--- src/rtl/pmc_pkg.sv ---
`timescale 1ns / 1ps

package pmc_pkg;

   // field widths
   localparam int TIME_BITS  = 48;
   localparam int FRAME_BITS = 48;
   localparam int RATE_W     = 18;
   localparam int LAT_W      = 10;
   localparam int CHUNK_W    = 14;
   localparam int KIND_W     = 3;
   localparam int STATUS_W   = 2;
   localparam int CSR_IDX_W  = 2;
   localparam int CSR_DATA_W = 18;

   // stream packing
   localparam int REQ_FIELDS_W = TIME_BITS + CHUNK_W + 1 + FRAME_BITS;
   localparam int REQ_DATA_W   = ((REQ_FIELDS_W + 7) / 8) * 8;
   localparam int RSP_FIELDS_W = 2 + 2 * FRAME_BITS;
   localparam int RSP_DATA_W   = ((RSP_FIELDS_W + 7) / 8) * 8;
   localparam int REQ_CNT_LSB  = TIME_BITS;
   localparam int REQ_CMP_BIT  = TIME_BITS + CHUNK_W;
   localparam int REQ_POS_LSB  = TIME_BITS + CHUNK_W + 1;
   localparam int RSP_STA_BIT  = 0;
   localparam int RSP_PAU_BIT  = 1;
   localparam int RSP_SUB_LSB  = 2;
   localparam int RSP_AUD_LSB  = 2 + FRAME_BITS;

   // event kinds
   localparam logic [KIND_W-1:0] KIND_START  = KIND_W'(0);
   localparam logic [KIND_W-1:0] KIND_PAUSE  = KIND_W'(1);
   localparam logic [KIND_W-1:0] KIND_RESUME = KIND_W'(2);
   localparam logic [KIND_W-1:0] KIND_RESET  = KIND_W'(3);
   localparam logic [KIND_W-1:0] KIND_SUBMIT = KIND_W'(4);
   localparam logic [KIND_W-1:0] KIND_QUERY  = KIND_W'(5);

   // result status
   localparam logic [STATUS_W-1:0] STATUS_OK     = STATUS_W'(0);
   localparam logic [STATUS_W-1:0] STATUS_IDLE   = STATUS_W'(1);
   localparam logic [STATUS_W-1:0] STATUS_REJECT = STATUS_W'(2);

   // register indexes and reset values
   localparam logic [CSR_IDX_W-1:0] CSR_SAMPLE_RATE = CSR_IDX_W'(0);
   localparam logic [CSR_IDX_W-1:0] CSR_LATENCY     = CSR_IDX_W'(1);
   localparam logic [CSR_IDX_W-1:0] CSR_CHUNK_LIMIT = CSR_IDX_W'(2);
   localparam logic [RATE_W-1:0]    RATE_RESET      = RATE_W'(44100);
   localparam logic [LAT_W-1:0]     LAT_RESET       = LAT_W'(100);
   localparam logic [CHUNK_W-1:0]   LIMIT_RESET     = CHUNK_W'(882);

   // time-to-frame datapath
   localparam int MS_PER_S      = 1000;
   localparam int DIG_W         = 16;
   localparam int REM_W         = $clog2(MS_PER_S);
   localparam int PP_COUNT      = (TIME_BITS + DIG_W - 1) / DIG_W;
   localparam int MS_PAD_W      = PP_COUNT * DIG_W;
   localparam int PP_W          = DIG_W + RATE_W;
   localparam int PROD_W        = TIME_BITS + RATE_W;
   localparam int DIV_STEPS     = (PROD_W + DIG_W - 1) / DIG_W;
   localparam int NUM_W         = DIV_STEPS * DIG_W;
   localparam int X_W           = REM_W + DIG_W;
   localparam int RCP_SHIFT     = X_W + REM_W;
   localparam int RCP_W         = X_W + 1;
   localparam int MUL_W         = X_W + RCP_W;
   localparam logic [RCP_W-1:0] RCP =
      RCP_W'(((64'd1 << RCP_SHIFT) + 64'(MS_PER_S) - 64'd1) / 64'(MS_PER_S));
   localparam int QUO_W         = PROD_W - REM_W + 1;
   localparam int SUM_W         = QUO_W + 1;
   localparam int SCALE_STAGES  = 5;

   typedef struct packed {
      logic [KIND_W-1:0]     kind;
      logic [TIME_BITS-1:0]  now_ms;
      logic [CHUNK_W-1:0]    chunk_frames;
      logic                  write_complete;
      logic [FRAME_BITS-1:0] position;
   } req_type;

   typedef struct packed {
      logic [STATUS_W-1:0]   status;
      logic                  started;
      logic                  paused;
      logic [FRAME_BITS-1:0] base;
      logic [FRAME_BITS-1:0] submitted;
   } carry_type;

   typedef struct packed {
      logic [TIME_BITS-1:0] t;
      logic [TIME_BITS-1:0] start;
      logic [TIME_BITS-1:0] ptotal;
   } span_type;

   typedef struct packed {
      logic [X_W-1:0]   x;
      logic [DIG_W-1:0] q;
      logic [NUM_W-1:0] num;
      logic [NUM_W-1:0] quo;
   } div_type;

endpackage

--- src/rtl/pmc_div_step.sv ---
`timescale 1ns / 1ps

module pmc_div_step (
   input  logic              clock,
   input  logic              load,
   input  pmc_pkg::div_type  prev,
   output pmc_pkg::div_type  cur
);

   pmc_pkg::div_type              cur_ff, cur_in;
   logic [pmc_pkg::REM_W-1:0]     rem;
   logic [pmc_pkg::MUL_W-1:0]     mul;

   // remainder of the previous digit, then next digit by reciprocal
   assign rem = pmc_pkg::REM_W'(prev.x - pmc_pkg::X_W'(prev.q)
                                 * pmc_pkg::X_W'(pmc_pkg::MS_PER_S));

   always_comb begin
      cur_in.x   = {rem, prev.num[pmc_pkg::NUM_W-1 -: pmc_pkg::DIG_W]};
      mul        = pmc_pkg::MUL_W'(cur_in.x) * pmc_pkg::MUL_W'(pmc_pkg::RCP);
      cur_in.q   = pmc_pkg::DIG_W'(mul >> pmc_pkg::RCP_SHIFT);
      cur_in.num = prev.num << pmc_pkg::DIG_W;
      cur_in.quo = (prev.quo << pmc_pkg::DIG_W) | pmc_pkg::NUM_W'(prev.q);
   end

   always_ff @(posedge clock) begin
      if (load) begin
         cur_ff <= cur_in;
      end
   end

   assign cur = cur_ff;

endmodule

--- config.mk ---
export PLATFORM = sky130hd
export DESIGN_NAME = pmc_div_step
export DESIGN_NICKNAME = d
export VERILOG_FILES = /design/src/rtl/pmc_pkg.sv /design/src/rtl/pmc_div_step.sv
export SDC_FILE = /design/constraint.sdc
export NUM_CORES = 1
export LEC_CHECK = 0
export BUFFER_PORTS_ARGS = -buffer_cell sky130_fd_sc_hd__buf_2
export CORE_ASPECT_RATIO = 0.6
export CORE_MARGIN = 3
export CORE_UTILIZATION = 51
export CTS_BUF_LIST = sky130_fd_sc_hd__clkbuf_8
export DETAILED_ROUTE_END_ITERATION = 7
export GPL_TIMING_DRIVEN = 0
export PLACE_DENSITY_LB_ADDON = 0.3
export SYNTH_ARGS = -nofsm -noshare
export SYNTH_HDL_FRONTEND = slang
export SYNTH_SLANG_ARGS = --single-unit
--- constraint.sdc ---
create_clock -name clock -period 10.83 [get_ports clock]
set_input_delay 2.166 -clock clock [delete_from_list [all_inputs] [get_ports clock]]
set_output_delay 2.166 -clock clock [all_outputs]
set_load 0.1 [all_outputs]
# After elaboration in Yosys (flattened, before gate mapping)
# Index checks and enable logic that the tools add are counted.
# totals
mem_count	0
romBits	0
latchBits	0
mem_bits_rw	0
regBits	186
# op_classes
eq_ne	0
mux	0
div	0
bitwise_logic	1
reduce_logical	0
order_cmp	0
shift	0
addsub	1
n_mul	2
# op_table
op	count
$or A80 B16 Y80	1
$mul A26 B27 Y52 const B	1
$mul A16 B7 Y7 const B	1
$sub A10 B10 Y10	1

# Logic depth before layout (Yosys ltp)
# Gate-level depths: netlist of run 1.
# depth
ltp_word	3
ltp_mapped	33
ltp_nobuf	32

# Worst setup path after synthesis of run 1
# No wires, ideal clock.
# synth_path
kind	in2reg
startpoint	input prev[160] (netlist bit)
endpoint	register cur_ff, in the netlist cur[171], data pin
setup_slack_ns	0.378
n_path_buf	0
arrival_ns	10.188
cell_stages	30
setup_ns	0.264
t_required_ns	10.566
cell_sequence	ha_1 ha_1 inv_1 fa_1 fa_1 inv_1 ha_1 xnor2_1 ha_1 a21oi_1 o21ai_0 xnor2_1 fa_1 inv_1 fa_1 fa_1 fa_1 fa_1 fa_1 inv_1 fa_1 ha_1 nand2_1 a2111oi_4 o2111ai_1 a31oi_1 o21ai_2 o21ai_4 a21oi_2 xnor2_1
# synth_lines
element	line_no	text
start, declared	pmc_div_step.sv:6	input pmc_pkg::div_type prev,
end signal, assigned	pmc_div_step.sv:28	cur_ff <= cur_in;
end, declared	pmc_div_step.sv:10	pmc_pkg::div_type cur_ff, cur_in;

==> results.cfg, run 1 <==
[yosys]
synthArstFlopShare = 0
yosys_register_bits = 186
yosysTopAreaCellShare = 0.3392
synth_cell_types = 55
ys_seq_area_frac = 0.3392
synth_area_per_cell_um2 = 12.65
synth-edff-count = 186
netlist_instances = 1302
postSynth.topFlopCell = edfxtp_1
synth.largest_area_cell = edfxtp_1
synth_area_um2 = 16470
synthTopCellsByArea = edfxtp_1, fa_1, ha_1, inv_1, xnor2_1
synth_warnings = 0

[floorplanning]
core_area_um2 = 31470
die_area_um2 = 34550
ios = 406
die_x_um = 238.0
die_h_um = 145.2
start_util = 0.5233
rows = 50

[timing]
fin_ws_ps = 254.8
tightest_slew_ps = 1217
whs_ps = 1834
fin_crit_sh = 0.9765
setup_violations = 0
hold_violations = 0
max_freq_mhz = 94.56
fin_setup_tns_ps = 0
slew_headroom = 0.1860
finalMaxSlewViolations = 0
finalCriticalPeriod_ps = 10580

[placement]
port_buffers = 357
post-dp-hpwl_mm = 34.70
place_inst = 2091
gp_congestion = 0.9550
place_ws_ps = -878.0

[worst_setup_path]
critPathCaptureType = flip-flop
path_class = primary input to flip-flop
cp.arrival_ps = 10800
crit_required_ps = 11050
crit_top_cell = fa_1
worstPathMaxFanout = 7
start_kind = primary input
crit_slowest_cell = fa_1
slowest_delay_ps = 560

[grt]
groute.usage.overall = 0.2470
grt_max_degree = 101
first_global_vias = 11100
grt_pass1_wl_mm = 63.90
antenna_found_initial = 8
overflow = 0

[min_path]
min_to = cur[16]
worstHoldStart = prev[0]
hp-class = primary input to flip-flop
hold_depth = 1

[routing]
ant_nets = 0
post-route-drc-count = 0
postRouteWirelength_mm = 41.18
vias = 10660
drtPass1Iterations = 5
viasPerCell = 4.992
wl_per_cell_um = 19.29
drtIter0Drc = 636

[cts]
cts_made_buffers = 17
clk_path_buf_depth = 2
cts_sinks = 186
cts_tree = built
clk_pin_slew_ps = 120
hold_buffers = 0
h-tree-depth = 4
clockRootBuffer = clkbuf_8

[final_layout]
finalNonFillerCells = 2135
largest_reg_flops = 186
drive_gt1_frac = 0.2557
fill_cells = 2494
nNetsFinal = 2403
synthToLayoutAreaGrowth_pct = 17.74

[flow_run]
drv_cap = 0

[status]
status = finished, final reports clean
cell families after synthesis:
group	Yosys count	synth area share
other	1	0.0002277
AND/OR/NAND/NOR	77	0.02203
flip-flops	186	0.3392
adder cells (fa/ha/maj)	499	0.4776
XOR/XNOR	32	0.01702
AO/OA/AOI/OAI	112	0.04984
buffers and inverters	395	0.09413
worst max path at each step:
stage,startpoint,to,slack [ps]
6_report,prev[160],cur[171],250
5_1_grt,prev[160],cur[171],-30
4_1_cts,prev[162],cur[171],140
3_5_place_dp,prev[160],cur[171],-880
3_3_place_gp,prev[160],cur[171],-810
2_1_floorplan,prev[160],cur[171],380
layout make-up:
type                    instances  area (um2)  share of cell area
repair buffers                364        1869             0.09641
well taps                     416       520.5             0.02684
inverters                     377        1415             0.07298
multi-input cells             736        9442              0.4869
flip-flops and latches        186        5585              0.2881
diodes                          6       15.01           0.0007743
clock inverters                15       173.9            0.008970
clock buffers                  17       234.0             0.01207
plain buffers                  18       135.1            0.006969
worst max-delay path: cells and delay by family:
family / cells / cell delay, ps
adders and majority gates: 14 / 6000
xor gates and xnor gates: 3 / 490
AOI/OAI and AO/OA: 9 / 1590
buffers and inverters: 6 / 520
timing repair:
item                       CTS  global route
setup endpoints to repair   14            11
setup buffers                2             4
pin swaps                    1             5
resized for setup            2             7
routing by layer:
metal / wire (um) / share of wire / vias to the layer above / GRT usage
li1: - / - / 4996 / -
met1: 18310 / 0.44 / 5234 / 0.3491
met4: 1044 / 0.025 / 2 / 0.08243
met3: 3950 / 0.096 / 58 / 0.08891
met2: 17860 / 0.43 / 368 / 0.3550
met5: 13 / 0.00032 / - / 0
Yosys cell counts (2+ instances only):
cell type / number
inv_1: 377
ha_1: 283
fa_1: 216
edfxtp_1: 186
a21oi_1: 32
nand2_1: 30
xnor2_1: 22
o21ai_0: 20
buf_4: 16
a21o_1: 13
nor2_1: 11
nand3_1: 10
xor2_1: 10
nand4_1: 7
and3_1: 5
nor3_1: 5
o211ai_1: 5
a211oi_1: 4
a21oi_2: 4
o21ai_2: 4
a311oi_1: 3
nand2b_1: 2
o2111ai_1: 2
o21a_1: 2
o31ai_1: 2
or3_1: 2
layout by cell type (no fill, tap or decap), types with 3 or more instances in the layout:
master / netlist / layout
inv_1: 377 / 378
buf_2: 0 / 356
ha_1: 283 / 282
fa_1: 216 / 216
edfxtp_1: 186 / 186
a21oi_1: 32 / 32
nand2_1: 30 / 29
buf_4: 16 / 22
xnor2_1: 22 / 20
o21ai_0: 20 / 19
clkbuf_8: 0 / 17
conb_1: 1 / 16
a21o_1: 13 / 13
nor2_1: 11 / 11
nand3_1: 10 / 10
xor2_1: 10 / 9
nand4_1: 7 / 7
diode_2: 0 / 6
nor3_1: 5 / 5
and3_1: 5 / 5
o211ai_1: 5 / 5
clkinv_8: 0 / 5
a211oi_1: 4 / 4
a21oi_2: 4 / 4
inv_8: 0 / 4
inv_6: 0 / 4
a311oi_1: 3 / 3
o21ai_2: 4 / 3
through the flow:
| step | utilization | instance area (um2) |
|---|---|---|
| 6_report | 0.6162 | 19390 |
| 5_1_grt | 0.6162 | 19390 |
| 4_1_cts | 0.6136 | 19310 |
| 3_5_place_dp | 0.5996 | 18870 |
| 3_3_place_gp | 0.5984 | 18830 |
| 2_1_floorplan | - | 16520 |
Power of run 1 is left out: the tool's default activity adds up to more than one toggle a clock period on the data nets, which glitch-free logic cannot reach.
==> inputs of run 2 (changes only) <==
--- a/config.mk
+++ b/config.mk
@@ -13,6 +13,7 @@
 export DETAILED_ROUTE_END_ITERATION = 7
 export GPL_TIMING_DRIVEN = 0
 export PLACE_DENSITY_LB_ADDON = 0.3
+export RECOVER_POWER = 25
 export SYNTH_ARGS = -nofsm -noshare
 export SYNTH_HDL_FRONTEND = slang
 export SYNTH_SLANG_ARGS = --single-unit
==> run 2 against run 1 <==
Compared with the run above:
- flip-flop and latch count stayed put
- utilization barely moved
- sequential share of layout area barely moved
- final cell count unchanged
- die area unchanged
- via count hardly changed
- routed wire length about the same
- worst setup slack worse by 2.8 ps
- final area about the same
- global-route usage stayed put
- clock-buffer cell count stayed put
==> results.cfg, run 2 (synthesized netlist as in run 1, its figures left out) <==
[worst_setup_path]
crit_slowest_cell = fa_1
crit_top_cell = fa_1
crit_path_start = prev[160]
crit_required_ps = 11050
start_kind = primary input
worstPathMaxFanout = 7
critPathCaptureType = flip-flop
cp.arrival_ps = 10800
crit_end = cur[171]
slowest_delay_ps = 560
path_class = primary input to flip-flop

[timing]
fin_crit_sh = 0.9767
finalMaxSlewViolations = 0
fin_ws_ps = 252.0
slew_headroom = 0.1860
tightest_slew_ps = 1217
finalCriticalPeriod_ps = 10580
max_freq_mhz = 94.54
setup_violations = 0
hold_violations = 0

[grt]
antenna_found_initial = 8
overflow = 0
groute.usage.overall = 0.2470
grt_pass1_wl_mm = 63.90
first_global_vias = 11100
grt_max_degree = 101

[cts]
clk_path_buf_depth = 2
cts_tree = built
clk_pin_slew_ps = 120
cts_made_buffers = 17
cts_sinks = 186
clockRootBuffer = clkbuf_8
h-tree-depth = 4

[floorplanning]
core_area_um2 = 31470
ios = 406
start_util = 0.5233
die_x_um = 238.0
die_area_um2 = 34550
die_h_um = 145.2
rows = 50

[final_layout]
layout_common_cells = inv_1, buf_2, ha_1
largest_reg_flops = 186
synthToLayoutAreaGrowth_pct = 17.71
final_common_cell = inv_1
drive_gt1_frac = 0.2534
nNetsFinal = 2403

[routing]
ant_nets = 0
viasPerCell = 4.992
vias = 10660
postRouteWirelength_mm = 41.18
post-route-drc-count = 0
wl_per_cell_um = 19.29
drtIter0Drc = 640
drtPass1Iterations = 5

[placement]
gp_congestion = 0.9550
port_buffers = 357
place_ws_ps = -878.0
post-dp-hpwl_mm = 34.70

[status]
status = finished, final reports clean

[min_path]
hp-class = primary input to flip-flop

[flow_run]
drv_cap = 0
[run 2: cell types whose count changed in the layout (fill, tap and decap cells not counted)]
cell / change
buf_2: -4
clkbuf_1: +4
[run 2: worst min path at each step]
| stage | start | end | slack (ps) | depth (start not counted) |
|---|---|---|---|---|
| after floorplan | prev[160] | cur[0] | 2260 | 0 |
| after global placement | prev[40] | cur[56] | 2340 | 1 |
| after detailed placement | prev[32] | cur[48] | 2340 | 1 |
| after CTS | prev[0] | cur[16] | 1770 | 1 |
| after global routing | prev[61] | cur[77] | 1780 | 1 |
| final | prev[91] | cur[107] | 1830 | 1 |
[run 2: worst max-delay path: cells and delay by family]
family / cells / cell delay [ps]
buffers and inverters: 6 / 520
XOR/XNOR: 3 / 490
AO/OA/AOI/OAI: 9 / 1590
adder cells (fa/ha/maj): 14 / 6010
[run 2: metrics by stage]
step / area (um2) / util / std cells / hold slack, ps / setup TNS, ps
CTS: 19310 / 0.6136 / 2125 / 1774 / 0
finish: 19380 / 0.6160 / 2135 / 1834 / 0
global placement: 18830 / 0.5984 / 2090 / 2343 / -10230
global route: 19380 / 0.6160 / 2135 / 1778 / -41.20
floorplan: 16520 / - / 1317 / 2265 / 0
detailed placement: 18870 / 0.5996 / 2091 / 2344 / -11570
[run 2: what timing repair did]
action                                  CTS  global route
endpoints found under the setup margin   14            11
pin swaps                                 1             5
hold buffers                              0             0
gates resized for setup                   2             7
buffers inserted                          2             4
[run 2: final cells by class]
cell class / instances / area (um2)
Inverter: 377 / 1415
Buffer: 18 / 135.1
Multi-Input combinational cell: 736 / 9442
Sequential cell: 186 / 5585
Fill cell: 2497 / 12080
Antenna cell: 6 / 15.01
Tap cell: 416 / 520.5
Clock inverter: 15 / 173.9
Clock buffer: 17 / 234.0
Timing Repair Buffer: 364 / 1864
[run 2: metal layers]
metal,part of all wire,GRT usage,up-vias
li1,-,-,4996
met1,0.44,0.3491,5231
met2,0.43,0.3550,370
met3,0.096,0.08891,58
met4,0.025,0.08243,2
met5,0.00032,0,-
Power of run 2 is left out for the same reason.
